[config.mk]
export PLATFORM = sky130hd
export DESIGN_NAME = integer_set_table_top
export DESIGN_NICKNAME = d
export VERILOG_FILES = /design/src/design/ist_pkg.sv /design/src/design/ist_ram.sv /design/src/design/ist_seq.sv /design/src/design/integer_set_table_top.sv
export VERILOG_INCLUDE_DIRS = /design/src /design/src/design
export SDC_FILE = /design/constraint.sdc
export NUM_CORES = 1
export LEC_CHECK = 0
export BUFFER_PORTS_ARGS = -buffer_cell sky130_fd_sc_hd__buf_4
export CORE_MARGIN = 1
export CORE_UTILIZATION = 30
export DETAILED_ROUTE_END_ITERATION = 8
export PLACE_DENSITY_LB_ADDON = 0.12
export SKIP_CTS_REPAIR_TIMING = 1
export SLEW_MARGIN = 20
export SYNTH_ARGS = -nofsm -noshare
export SYNTH_HDL_FRONTEND = slang
export SYNTH_SLANG_ARGS = --single-unit
[constraint.sdc]
create_clock -name i_clk -period 5.6 [get_ports i_clk]
set_input_delay 0.56 -clock i_clk [delete_from_list [all_inputs] [get_ports i_clk]]
set_output_delay 0.56 -clock i_clk [all_outputs]
set_load 0.01 [all_outputs]
[src/design/integer_set_table_top_assert.svh]
// Assertion macros used by the integer set table sequencer (ist_seq).
`ifndef INTEGER_SET_TABLE_TOP_ASSERT_SVH
`define INTEGER_SET_TABLE_TOP_ASSERT_SVH

`ifndef SYNTH

// Property holds at every rising clock edge out of reset.
`define IST_ASSERT_ALWAYS(lbl, clk, rst_n, prop) \
    lbl: assert property (@(posedge clk) disable iff (!rst_n) (prop)) \
        else $error("integer set table: check failed");

// Consequent holds in the cycle after the antecedent.
`define IST_ASSERT_NEXT(lbl, clk, rst_n, ante, cons) \
    lbl: assert property (@(posedge clk) disable iff (!rst_n) (ante) |=> (cons)) \
        else $error("integer set table: check failed");

`else

`define IST_ASSERT_ALWAYS(lbl, clk, rst_n, prop)
`define IST_ASSERT_NEXT(lbl, clk, rst_n, ante, cons)

`endif

`endif

[src/design/ist_pkg.sv]
package ist_pkg;

    localparam int CAPACITY_DEF = 32;
    localparam int DATA_W       = 32;
    localparam int OP_W         = 2;
    localparam int ST_W         = 3;
    localparam int COUNT_W      = 6;
    localparam int IDX_W        = 6;   // indexes up to 64 entries

    typedef logic [OP_W-1:0]    t_op;
    typedef logic [ST_W-1:0]    t_status;
    typedef logic [COUNT_W-1:0] t_count;
    typedef logic [IDX_W-1:0]   t_idx;
    typedef logic [DATA_W-1:0]  t_data;

    localparam t_op OP_INSERT = 2'd0;
    localparam t_op OP_REMOVE = 2'd1;
    localparam t_op OP_PROBE  = 2'd2;
    localparam t_op OP_DUMP   = 2'd3;

    localparam t_status ST_OK      = 3'd0;
    localparam t_status ST_PRESENT = 3'd1;
    localparam t_status ST_ABSENT  = 3'd2;
    localparam t_status ST_FULL    = 3'd3;
    localparam t_status ST_EMPTY   = 3'd4;

    typedef enum logic [2:0] {
        S_IDLE,
        S_SCAN,
        S_ACT,
        S_SHIFT,
        S_DUMP
    } t_state;

    // Probe mark updates, applied by the top level.
    typedef struct packed {
        logic set;
        logic clr_one;
        logic shift;
        logic clr_all;
        t_idx idx;
    } t_mark_ctl;

    // One result beat handed to the output register.
    typedef struct packed {
        logic    valid;
        t_status status;
        logic    found;
        t_data   element;
        logic    is_dump;
        t_idx    idx;
        logic    last;
        t_count  count;
    } t_emit;

endpackage

[src/design/ist_ram.sv]
module ist_ram #(
    parameter int WIDTH = 32,
    parameter int DEPTH = 32
) (
    input  logic                     i_clk,
    input  logic                     i_we,
    input  logic [$clog2(DEPTH)-1:0] i_waddr,
    input  logic [WIDTH-1:0]         i_wdata,
    input  logic                     i_re,
    input  logic [$clog2(DEPTH)-1:0] i_raddr,
    output logic [WIDTH-1:0]         o_rdata
);

    logic [WIDTH-1:0] r_mem [DEPTH];

    always_ff @(posedge i_clk) begin
        if (i_we) begin
            r_mem[i_waddr] <= i_wdata;
        end
        if (i_re) begin
            o_rdata <= r_mem[i_raddr];
        end
    end

endmodule

[src/design/ist_seq.sv]
`include "integer_set_table_top_assert.svh"

module ist_seq #(
    parameter int CAPACITY = ist_pkg::CAPACITY_DEF
) (
    input  logic                          i_clk,
    input  logic                          i_rst_n,
    input  logic                          i_valid,
    output logic                          o_ready,
    input  ist_pkg::t_op                  i_operation,
    input  logic signed [ist_pkg::DATA_W-1:0] i_value,
    input  logic                          i_emit_ok,
    input  ist_pkg::t_data                i_rd_data,
    output logic                          o_ram_we,
    output logic [$clog2(CAPACITY)-1:0]   o_ram_waddr,
    output ist_pkg::t_data                o_ram_wdata,
    output logic                          o_ram_re,
    output logic [$clog2(CAPACITY)-1:0]   o_ram_raddr,
    output ist_pkg::t_mark_ctl            o_mark,
    output ist_pkg::t_emit                o_emit
);

    localparam int AW = $clog2(CAPACITY);
    localparam int CW = $clog2(CAPACITY + 1);

    ist_pkg::t_state r_state, n_state;
    ist_pkg::t_op    r_op, n_op;
    ist_pkg::t_data  r_val, n_val;
    logic [CW-1:0]   r_count, n_count;
    logic [CW-1:0]   r_idx, n_idx;      // next address to read
    logic            r_pend, n_pend;    // read data for r_cidx arrives this cycle
    logic [AW-1:0]   r_cidx, n_cidx;
    logic            r_found, n_found;
    logic [AW-1:0]   r_slot, n_slot;

    logic          w_acc;
    logic          w_hit;
    logic          w_cidx_last;
    logic          w_more_scan;
    logic          w_more_shift;
    logic          w_full;
    logic          w_dump_go;
    logic [CW-1:0] w_cidx_nx;

    assign o_ready      = (r_state == ist_pkg::S_IDLE);
    assign w_acc        = i_valid && o_ready;
    // the one shared comparator
    assign w_hit        = r_pend && (i_rd_data == r_val);
    assign w_cidx_nx    = CW'(r_cidx) + CW'(1);
    assign w_cidx_last  = r_pend && (w_cidx_nx == r_count);
    assign w_more_scan  = (r_idx < r_count);
    assign w_more_shift = (r_idx <= r_count);
    assign w_full       = (r_count == CW'(CAPACITY));
    assign w_dump_go    = (!r_pend || i_emit_ok) && !w_cidx_last;

    // next state
    always_comb begin
        n_state = r_state;
        unique case (r_state)
            ist_pkg::S_IDLE: begin
                if (w_acc) begin
                    if (r_count == '0) begin
                        n_state = ist_pkg::S_ACT;
                    end else if (i_operation == ist_pkg::OP_DUMP) begin
                        n_state = ist_pkg::S_DUMP;
                    end else begin
                        n_state = ist_pkg::S_SCAN;
                    end
                end
            end
            ist_pkg::S_SCAN: begin
                if (w_hit || w_cidx_last) begin
                    n_state = ist_pkg::S_ACT;
                end
            end
            ist_pkg::S_ACT: begin
                if (i_emit_ok) begin
                    n_state = (r_op == ist_pkg::OP_REMOVE && r_found) ?
                              ist_pkg::S_SHIFT : ist_pkg::S_IDLE;
                end
            end
            ist_pkg::S_SHIFT: begin
                if (!w_more_shift && !r_pend) begin
                    n_state = ist_pkg::S_IDLE;
                end
            end
            ist_pkg::S_DUMP: begin
                if (w_cidx_last && i_emit_ok) begin
                    n_state = ist_pkg::S_IDLE;
                end
            end
            default: n_state = ist_pkg::S_IDLE;
        endcase
    end

    // datapath registers
    always_comb begin
        n_op    = r_op;
        n_val   = r_val;
        n_count = r_count;
        n_idx   = r_idx;
        n_pend  = r_pend;
        n_cidx  = r_cidx;
        n_found = r_found;
        n_slot  = r_slot;
        unique case (r_state)
            ist_pkg::S_IDLE: begin
                if (w_acc) begin
                    n_op    = i_operation;
                    n_val   = i_value;
                    n_idx   = '0;
                    n_pend  = 1'b0;
                    n_found = 1'b0;
                end
            end
            ist_pkg::S_SCAN: begin
                if (w_hit) begin
                    n_found = 1'b1;
                    n_slot  = r_cidx;
                    n_pend  = 1'b0;
                end else if (w_cidx_last) begin
                    n_pend = 1'b0;
                end else begin
                    n_pend = w_more_scan;
                    n_cidx = r_idx[AW-1:0];
                    if (w_more_scan) begin
                        n_idx = r_idx + CW'(1);
                    end
                end
            end
            ist_pkg::S_ACT: begin
                if (i_emit_ok) begin
                    case (r_op)
                        ist_pkg::OP_INSERT: begin
                            if (!r_found && !w_full) begin
                                n_count = r_count + CW'(1);
                            end
                        end
                        ist_pkg::OP_REMOVE: begin
                            if (r_found) begin
                                n_count = r_count - CW'(1);
                                n_idx   = CW'(r_slot) + CW'(1);
                                n_pend  = 1'b0;
                            end
                        end
                        default: ;
                    endcase
                end
            end
            ist_pkg::S_SHIFT: begin
                n_pend = w_more_shift;
                if (w_more_shift) begin
                    n_cidx = r_idx[AW-1:0];
                    n_idx  = r_idx + CW'(1);
                end
            end
            ist_pkg::S_DUMP: begin
                if (w_dump_go) begin
                    n_pend = 1'b1;
                    n_cidx = r_idx[AW-1:0];
                    n_idx  = r_idx + CW'(1);
                end else if (w_cidx_last && i_emit_ok) begin
                    n_pend = 1'b0;
                end
            end
            default: ;
        endcase
    end

    // outputs
    always_comb begin
        o_ram_we    = 1'b0;
        o_ram_waddr = r_count[AW-1:0];
        o_ram_wdata = r_val;
        o_ram_re    = 1'b0;
        o_ram_raddr = r_idx[AW-1:0];
        o_mark      = '0;
        o_mark.idx  = ist_pkg::t_idx'(r_slot);
        o_emit         = '0;
        o_emit.element = r_val;
        o_emit.last    = 1'b1;
        o_emit.count   = ist_pkg::t_count'(r_count);
        o_emit.idx     = ist_pkg::t_idx'(r_cidx);
        unique case (r_state)
            ist_pkg::S_IDLE: ;
            ist_pkg::S_SCAN: begin
                o_ram_re = !w_hit && !w_cidx_last && w_more_scan;
            end
            ist_pkg::S_ACT: begin
                o_emit.valid = i_emit_ok;
                case (r_op)
                    ist_pkg::OP_INSERT: begin
                        if (r_found) begin
                            o_emit.status = ist_pkg::ST_PRESENT;
                            o_emit.found  = 1'b1;
                        end else if (w_full) begin
                            o_emit.status = ist_pkg::ST_FULL;
                        end else begin
                            o_emit.status  = ist_pkg::ST_OK;
                            o_emit.count   = ist_pkg::t_count'(r_count + CW'(1));
                            o_ram_we       = i_emit_ok;
                            o_mark.clr_one = i_emit_ok;
                            o_mark.idx     = ist_pkg::t_idx'(r_count);
                        end
                    end
                    ist_pkg::OP_REMOVE: begin
                        if (r_found) begin
                            o_emit.status = ist_pkg::ST_OK;
                            o_emit.found  = 1'b1;
                            o_emit.count  = ist_pkg::t_count'(r_count - CW'(1));
                            o_mark.shift  = i_emit_ok;
                        end else begin
                            o_emit.status = ist_pkg::ST_ABSENT;
                        end
                    end
                    ist_pkg::OP_PROBE: begin
                        if (r_found) begin
                            o_emit.status = ist_pkg::ST_OK;
                            o_emit.found  = 1'b1;
                            o_mark.set    = i_emit_ok;
                        end else begin
                            o_emit.status = ist_pkg::ST_ABSENT;
                        end
                    end
                    ist_pkg::OP_DUMP: begin
                        // only reached on an empty store
                        o_emit.status  = ist_pkg::ST_EMPTY;
                        o_emit.element = '0;
                    end
                    default: ;
                endcase
            end
            ist_pkg::S_SHIFT: begin
                o_ram_re    = w_more_shift;
                o_ram_we    = r_pend;
                o_ram_waddr = r_cidx - AW'(1);
                o_ram_wdata = i_rd_data;
            end
            ist_pkg::S_DUMP: begin
                o_ram_re       = w_dump_go;
                o_emit.valid   = r_pend && i_emit_ok;
                o_emit.status  = ist_pkg::ST_OK;
                o_emit.found   = 1'b1;
                o_emit.element = i_rd_data;
                o_emit.is_dump = 1'b1;
                o_emit.last    = w_cidx_last;
                o_mark.clr_all = w_cidx_last && i_emit_ok;
            end
            default: ;
        endcase
    end

    always_ff @(posedge i_clk) begin
        if (!i_rst_n) begin
            r_state <= ist_pkg::S_IDLE;
            r_count <= '0;
            r_pend  <= 1'b0;
        end else begin
            r_state <= n_state;
            r_count <= n_count;
            r_pend  <= n_pend;
        end
    end

    always_ff @(posedge i_clk) begin
        r_op    <= n_op;
        r_val   <= n_val;
        r_idx   <= n_idx;
        r_cidx  <= n_cidx;
        r_found <= n_found;
        r_slot  <= n_slot;
    end

    `IST_ASSERT_ALWAYS(a_count_bound, i_clk, i_rst_n, r_count <= CW'(CAPACITY))
    `IST_ASSERT_NEXT(a_insert_grows, i_clk, i_rst_n, o_emit.valid && r_state == ist_pkg::S_ACT && r_op == ist_pkg::OP_INSERT && o_emit.status == ist_pkg::ST_OK, r_count == $past(r_count) + CW'(1))
    `IST_ASSERT_NEXT(a_accept_busy, i_clk, i_rst_n, w_acc, r_state != ist_pkg::S_IDLE)
    `IST_ASSERT_NEXT(a_dump_continues, i_clk, i_rst_n, o_emit.valid && !o_emit.last, r_state == ist_pkg::S_DUMP)

endmodule

[src/design/integer_set_table_top.sv]
// Integer set table: holds an ordered set of up to CAPACITY distinct signed 32-bit
// values in a single-port-write, registered-read RAM, with one probe mark per entry
// in flip-flops. Insert, remove and probe each walk the stored entries through one
// shared equality comparator, one entry per cycle; a successful remove then closes
// the gap by copying each entry above the removed one down one place through the
// same RAM. Dump streams one beat per entry, at one beat per cycle when the consumer
// keeps up, then clears all marks; on an empty store it gives one "empty" beat.
// The input side is ready only between items; a finished beat sits in the output
// register, so the next item is taken while it waits. No clearing pass is needed
// after reset: only entries that have been written are ever read.
module integer_set_table_top #(
    parameter int CAPACITY = ist_pkg::CAPACITY_DEF
) (
    input  logic                              i_clk,
    input  logic                              i_rst_n,
    // input beats
    input  logic                              i_valid,
    output logic                              o_ready,
    input  logic [ist_pkg::OP_W-1:0]          i_operation,
    input  logic signed [ist_pkg::DATA_W-1:0] i_value,
    // result beats
    output logic                              o_valid,
    input  logic                              i_ready,
    output logic [ist_pkg::ST_W-1:0]          o_status,
    output logic                              o_found,
    output logic signed [ist_pkg::DATA_W-1:0] o_element,
    output logic                              o_marked,
    output logic                              o_last,
    output logic [ist_pkg::COUNT_W-1:0]       o_count
);

    localparam int AW = $clog2(CAPACITY);

    // RAM port
    logic                   w_ram_we;
    logic [AW-1:0]          w_ram_waddr;
    ist_pkg::t_data         w_ram_wdata;
    logic                   w_ram_re;
    logic [AW-1:0]          w_ram_raddr;
    ist_pkg::t_data         w_rd_data;

    ist_pkg::t_mark_ctl     w_mark;
    ist_pkg::t_emit         w_emit;
    logic                   w_emit_ok;

    logic [CAPACITY-1:0]    r_marks;
    logic [CAPACITY-1:0]    w_marks_shifted;
    logic [AW-1:0]          w_mark_idx;
    logic [AW-1:0]          w_emit_idx;

    logic                   r_out_valid;

    // the output register can take a beat when empty or being drained
    assign w_emit_ok = !r_out_valid || i_ready;

    ist_ram #(
        .WIDTH (ist_pkg::DATA_W),
        .DEPTH (CAPACITY)
    ) u_entries (
        .i_clk   (i_clk),
        .i_we    (w_ram_we),
        .i_waddr (w_ram_waddr),
        .i_wdata (w_ram_wdata),
        .i_re    (w_ram_re),
        .i_raddr (w_ram_raddr),
        .o_rdata (w_rd_data)
    );

    ist_seq #(
        .CAPACITY (CAPACITY)
    ) u_seq (
        .i_clk       (i_clk),
        .i_rst_n     (i_rst_n),
        .i_valid     (i_valid),
        .o_ready     (o_ready),
        .i_operation (i_operation),
        .i_value     (i_value),
        .i_emit_ok   (w_emit_ok),
        .i_rd_data   (w_rd_data),
        .o_ram_we    (w_ram_we),
        .o_ram_waddr (w_ram_waddr),
        .o_ram_wdata (w_ram_wdata),
        .o_ram_re    (w_ram_re),
        .o_ram_raddr (w_ram_raddr),
        .o_mark      (w_mark),
        .o_emit      (w_emit)
    );

    // Probe marks. On remove every mark above the removed slot moves down one
    // place; the topmost keeps its value (cleared when an insert next fills that slot).
    assign w_mark_idx = w_mark.idx[AW-1:0];
    assign w_emit_idx = w_emit.idx[AW-1:0];

    for (genvar k = 0; k < CAPACITY - 1; k++) begin : g_shift
        assign w_marks_shifted[k] = (AW'(k) >= w_mark_idx) ? r_marks[k+1] : r_marks[k];
    end
    assign w_marks_shifted[CAPACITY-1] = r_marks[CAPACITY-1];

    always_ff @(posedge i_clk) begin
        if (!i_rst_n) begin
            r_marks <= '0;
        end else if (w_mark.clr_all) begin
            r_marks <= '0;
        end else if (w_mark.set) begin
            r_marks[w_mark_idx] <= 1'b1;
        end else if (w_mark.clr_one) begin
            r_marks[w_mark_idx] <= 1'b0;
        end else if (w_mark.shift) begin
            r_marks <= w_marks_shifted;
        end
    end

    // Output register: a beat waits here for the consumer.
    always_ff @(posedge i_clk) begin
        if (!i_rst_n) begin
            r_out_valid <= 1'b0;
        end else if (w_emit.valid) begin
            r_out_valid <= 1'b1;
        end else if (i_ready) begin
            r_out_valid <= 1'b0;
        end
    end

    always_ff @(posedge i_clk) begin
        if (w_emit.valid) begin
            o_status  <= w_emit.status;
            o_found   <= w_emit.found;
            o_element <= w_emit.element;
            o_marked  <= w_emit.is_dump && r_marks[w_emit_idx];
            o_last    <= w_emit.last;
            o_count   <= w_emit.count;
        end
    end

    assign o_valid = r_out_valid;

endmodule

# Yosys cells after proc, flatten, opt, wreduce, memory -nomap -nowiden
# Memory sizes are Yosys's and may differ from the RTL's. A register that Yosys moved wholly into a read port is not among the register bits.
# Cells that the tools add are included.
[op_classes]
muxes = 109
add_sub_neg = 6
n_bitwise = 4
n_reduce_logical = 106
n_eq_ne = 26
magnitude_cmp = 36
[op_table]
columns = ["cell", "n"]
rows = [
  ["$mux W32", 4],
  ["$reduce_bool A3 Y1", 33],
  ["$mux W6", 14],
  ["$ge A5 B5 Y1 const A", 15],
  ["$pmux W37 S2", 1],
  ["$reduce_and A2 Y1", 33],
  ["$mux W1", 56],
  ["$mux W5", 9],
  ["$ge A4 B5 Y1 const A", 8],
  ["$and A32 B32 Y32", 1],
  ["$eq A32 B32 Y1", 1],
  ["$not A32 Y32", 1],
  ["$or A32 B32 Y32", 1],
  ["$mux W31", 1],
  ["$pmux W6 S5", 1],
  ["$mux W3", 8],
  ["$pmux W6 S2", 2],
  ["$ne A2 B1 Y1 const B", 11],
  ["$ge A3 B5 Y1 const A", 4],
  ["$pmux W3 S5", 1],
  ["$pmux W5 S3", 1],
  ["$logic_and A1 B1 Y1", 13],
  ["$add A5 B1 Y6 const B", 2],
  ["$add A6 B1 Y6 const B", 2],
  ["39 further kinds", 64],
]
[word_totals]
ramBits = 1024
elab_cells = 336
n_memories = 1
ff_bits = 138
[mem_list]
columns = ["name", "words", "word_bits", "read_ports", "rd_clocked_by_memory_dff", "wr", "line", "text"]
rows = [
  ["u_entries.r_mem", 32, 32, 1, 1, 1, "ist_ram.sv:14", "logic [WIDTH-1:0] r_mem [DEPTH];"],
]

# Longest topological paths before layout
[logic_depth]
word_depth = 13
ltp_mapped = 12

# Modules after synthesis
# Synthesis repeated with hierarchy kept, for this count alone.
[unflattened]
hier_cells = 3272
area_unflattened_um2 = 49538.8
[modules_own_cells]
columns = ["module", "instances", "area_each_um2", "cells_each"]
rows = [
  ["ist_ram", 1, 40812.9, 2260],
  ["ist_seq", 1, 4722.0, 608],
  ["integer_set_table_top", 1, 4003.8, 404],
]

# Worst setup path before layout
# No wires, ideal clock.
[synth_path]
path_kind = "register to register"
startpoint = "reg u_seq.r_op[0]"
endpoint = "mem u_entries.r_mem[13][0] (enable)"
path_buffers = 2
t_arrival_ps = 3699
setup_slack_ps = 1480
path_stages_with_launch = 12
period_less_slack_ps = 4120
required_ps = 5179
cell_sequence = "edfxtp_1 > inv_1 > ha_1 > nor2b_1 > clkbuf_1 > o211ai_4 > buf_4 > nor2_1 > nor2_1 > o32ai_1 > nand2_1 > nor2_1"
[synth_via]
elab_chain_cells = 5
[synth_lines]
columns = ["item", "line", "text"]
rows = [
  ["start: declaration", "ist_seq.sv:27", "ist_pkg::t_op r_op, n_op;"],
  ["start signal: assignment", "ist_seq.sv:266", "r_op <= n_op;"],
  ["$logic_not A2 Y1", "ist_seq.sv:191", "case (r_op)"],
  ["$mux W1", "ist_seq.sv:191", ""],
  ["$pmux W1 S2", "ist_seq.sv:184", "unique case (r_state)"],
  ["$mux W1", "ist_ram.sv:17", "if (i_we) begin"],
  ["$mux W1 (not written as such)", "ist_ram.sv:18", "r_mem[i_waddr] <= i_wdata;"],
  ["end: declaration", "ist_ram.sv:14", ""],
]
# Every way passes these cells.

# Worst setup path in the final report
[layout_path]
startpoint = "reg u_seq.r_op[0]"
endpoint = "mem u_entries.r_mem[5][15] (enable)"
# Same word-level chain as after synthesis.

==> results.sh <==
export IMPL_i_o_pins=84
export IMPL_post_route_wl_um=149000
export IMPL_seq_area_frac_synth_pct=72.9
export IMPL_dpl_cell_area_um2=52400
export IMPL_via_cell_ratio=5.16
export IMPL_row_count=147
export IMPL_p_per_area_nw_per_um2=470
export IMPL_regToRegEndpoint="u_entries.r_mem[5][15]"
export IMPL_cellLeakagePower_nw=17.8
export IMPL_most_common_library_cell_in_the_layout_ignoring_fill_and_taps="sky130_fd_sc_hd__edfxtp_1"
export IMPL_cts_inserted_buffers=136
export IMPL_final_gp_congestion=0.831
export IMPL_post_route_drc_count=0
export IMPL_cts_path_max_buffers=3
export IMPL_syn_nets=2578
export IMPL_cpLargestDelayFamily="simple AND/OR/NAND/NOR gates"
export IMPL_instances_no_fill=4976
export IMPL_num_vias=25693
export IMPL_synth_enable_flop_cells=1151
export IMPL_cp_arrival_ns=5.22
export IMPL_finish_instance_area_um2=57000
export IMPL_clockRootBuffer="sky130_fd_sc_hd__clkbuf_16"
export IMPL_finalWorstPathRequiredPeriod_ns=4.82
export IMPL_ff2ff_path_depth=11
export IMPL_worst_path_largest_cell_delay_ns=0.58
export IMPL_drt_first_pass_iters=7
export IMPL_hold_path_class="input pin to register"
export IMPL_report_final_slew_viol_count=0
export IMPL_multi_input_area_um2=12900
export IMPL_synth_async_sr_flop_share_pct=0
export IMPL_place_hpwl_um=96100
export IMPL_place_ws_ns=0.805
export IMPL_grt_antenna_before_repair=11
export IMPL_die_width_um=405
export IMPL_worstPathBufferInverterCount=3
export IMPL_achievable_frequency_ghz=0.207
export IMPL_regToRegStartpoint="u_seq.r_op[0]"
export IMPL_syn_area_per_cell_um2=19.3
export IMPL_whs_endpoint="u_seq.r_count[0]"
export IMPL_nets=2764
export IMPL_tritoncts="done"
export IMPL_worst_slack_ns=0.778
export IMPL_final_period_utilization_pct=86.1
export IMPL_synth_ff_latch_count=1194
export IMPL_place_inst=4697
export IMPL_ctsHtreeMaxLevel=4
export IMPL_worst_r2r_setup_slack_ns=0.78
export IMPL_vias_in_the_first_global_route=25867
export IMPL_timing_critical_path_from_type="register"
export IMPL_floorplan_initialDensity_pct=30.2
export IMPL_synth_cells=2523
export IMPL_endpoint_kind_of_the_worst_setup_timing_path="register"
export IMPL_power_ir_vdd_worst_mv=0.301
export IMPL_synth_warnings=0
export IMPL_timing_max_cap_violations=0
export IMPL_clk_insertion_delay_late_ns=0.77
export IMPL_area_growth_synth_to_final_pct=17.3
export IMPL_fin_worst_hold_slack_ns=0.131
export IMPL_globalRouteTotalUtil_pct=18.3
export IMPL_number_of_drc_violations_after_detailed_routing_iteration_0=2502
export IMPL_worstMarginPinSlew_ns=1.12
export IMPL_max_slew_margin_rel_pct=24.4
export IMPL_critPathSlowestCell="sky130_fd_sc_hd__nor2_1"
export IMPL_finalCoreUtilization_pct=35.5
export IMPL_grt_ovfl_total=0
export IMPL_grt_max_degree=112
export IMPL_synth_cell_area_um2=48600
export IMPL_clock_pin_slew_on_the_worst_setup_and_hold_paths_ns=0.06
export IMPL_outcome="complete, no violations"
export IMPL_nFillCells=14992
export IMPL_whs_path_depth=2
export IMPL_share_of_cells_above_drive_strength_1_pct=28.2
export IMPL_finalSetupViolations=0
export IMPL_yosys_most_used_dff="sky130_fd_sc_hd__edfxtp_1"
export IMPL_placement_io_buffers=83
export IMPL_total_chip_power_mw=26.8
export IMPL_cell_chain_critical_path="inv_1, ha_1, nor2b_1, o211ai_4, nor2_1, nor2_1, o32ai_1, nand2_1, buf_4, nor2_4, buf_4"
export IMPL_worst_hold_startpoint="i_rst_n"
export IMPL_grt_first_pass_wirelength_um=209000
export IMPL_synthDistinctLibCells=76
export IMPL_rsz0062_at_grt="no"
export IMPL_critical_path_max_fanout=27
export IMPL_timing_setup_critical_path_class="register to register"
export IMPL_tns_ns=0
export IMPL_fp_dieH_um=405
export IMPL_critPathRequiredTime_ns=5.99
export IMPL_timing_hold_violations_final=0
export IMPL_most_common_layout_cells="sky130_fd_sc_hd__edfxtp_1, sky130_fd_sc_hd__mux4_2, sky130_fd_sc_hd__nand2_1, sky130_fd_sc_hd__buf_4, sky130_fd_sc_hd__clkbuf_16"
export IMPL_drtAntennaViolNets=0
export IMPL_skew_ns=0.0445
export IMPL_wl_per_cell_um=30.0
export IMPL_layout_area_seq_um2=35400
export IMPL_cts_sinks=1194
export IMPL_die_area_um2=164000
export IMPL_core_area_um2=161000
## registers in the layout, summed over array words and instances, names as in the netlist, 3 cells and up
name and cells:
u_entries.r_mem 1024, o_count 6, u_entries.o_rdata 32, u_seq.r_cidx 5, u_seq.r_val 32, u_seq.r_idx 6
u_seq.r_slot 5, o_status 3, r_marks 32, o_element 32, u_seq.r_count 6, u_seq.r_state 3
## how the worst max path moves through the flow
stage,from,endpoint,slack (ns),depth (start not counted)
final,u_seq.r_op[0],u_entries.r_mem[5][15],0.78,11
after global routing,u_seq.r_op[0],u_entries.r_mem[5][15],0.40,11
after CTS,u_seq.r_op[0],u_entries.r_mem[5][10],0.77,11
after detailed placement,u_seq.r_op[0],u_entries.r_mem[5][0],0.81,11
after global placement,u_seq.r_op[0],u_entries.r_mem[9][15],0.89,10
after floorplan,u_seq.r_op[0],u_entries.r_mem[13][0],1.48,11
## layer usage
metal  part of all wire, %  vias to the layer above  track usage (%)  routed length (um)
met5                     0                        -                0                   0
met4                   1.4                        0             3.61                2120
met2                    48                      780             29.5               72400
li1                      -                    10794                -                   -
met3                   4.8                      154             2.79                7110
met1                    45                    13965             26.1               67600
## cell families after synthesis
group           after synthesis  synth area share, %
simple gates                413                 3.85
buf+inv                     168                 1.34
compound gates              297                 4.07
fa+ha+maj                    17                0.438
flops                      1194                 72.9
mux                         383                 16.5
xor+xnor                     51                0.919
## report_power, final
part	leakage, nW	internal, mW	switching, mW
Clock	2.08	4.88	3.70
Combinational	4.96	2.78	4.53
Sequential	10.7	10.7	0.248
Total	17.8	18.3	8.48
## layout make-up
cell class | instances | share of cell area (%)
sequential | 1194 | 62.1
inverter | 23 | 0.151
multi-input combinational | 1161 | 22.6
antenna | 7 | 0.0307
timing repair buffer | 193 | 2.84
clock buffer | 172 | 6.24
tap | 2160 | 4.74
clock inverter | 66 | 1.25
## cell usage after synthesis (31+ instances only)
master	count	area share, %
sky130_fd_sc_hd__a21oi_1	63	0.65
sky130_fd_sc_hd__a22o_1	34	0.61
sky130_fd_sc_hd__clkbuf_1	104	0.80
sky130_fd_sc_hd__dfxtp_1	43	1.8
sky130_fd_sc_hd__edfxtp_1	1151	71
sky130_fd_sc_hd__mux2_2	37	0.86
sky130_fd_sc_hd__mux4_2	330	15
sky130_fd_sc_hd__nand2_1	177	1.4
sky130_fd_sc_hd__nand3_1	31	0.32
sky130_fd_sc_hd__nor2_1	102	0.79
sky130_fd_sc_hd__o21ai_0	70	0.72
sky130_fd_sc_hd__xor2_1	33	0.59
Power figures use the tool's default switching activity.
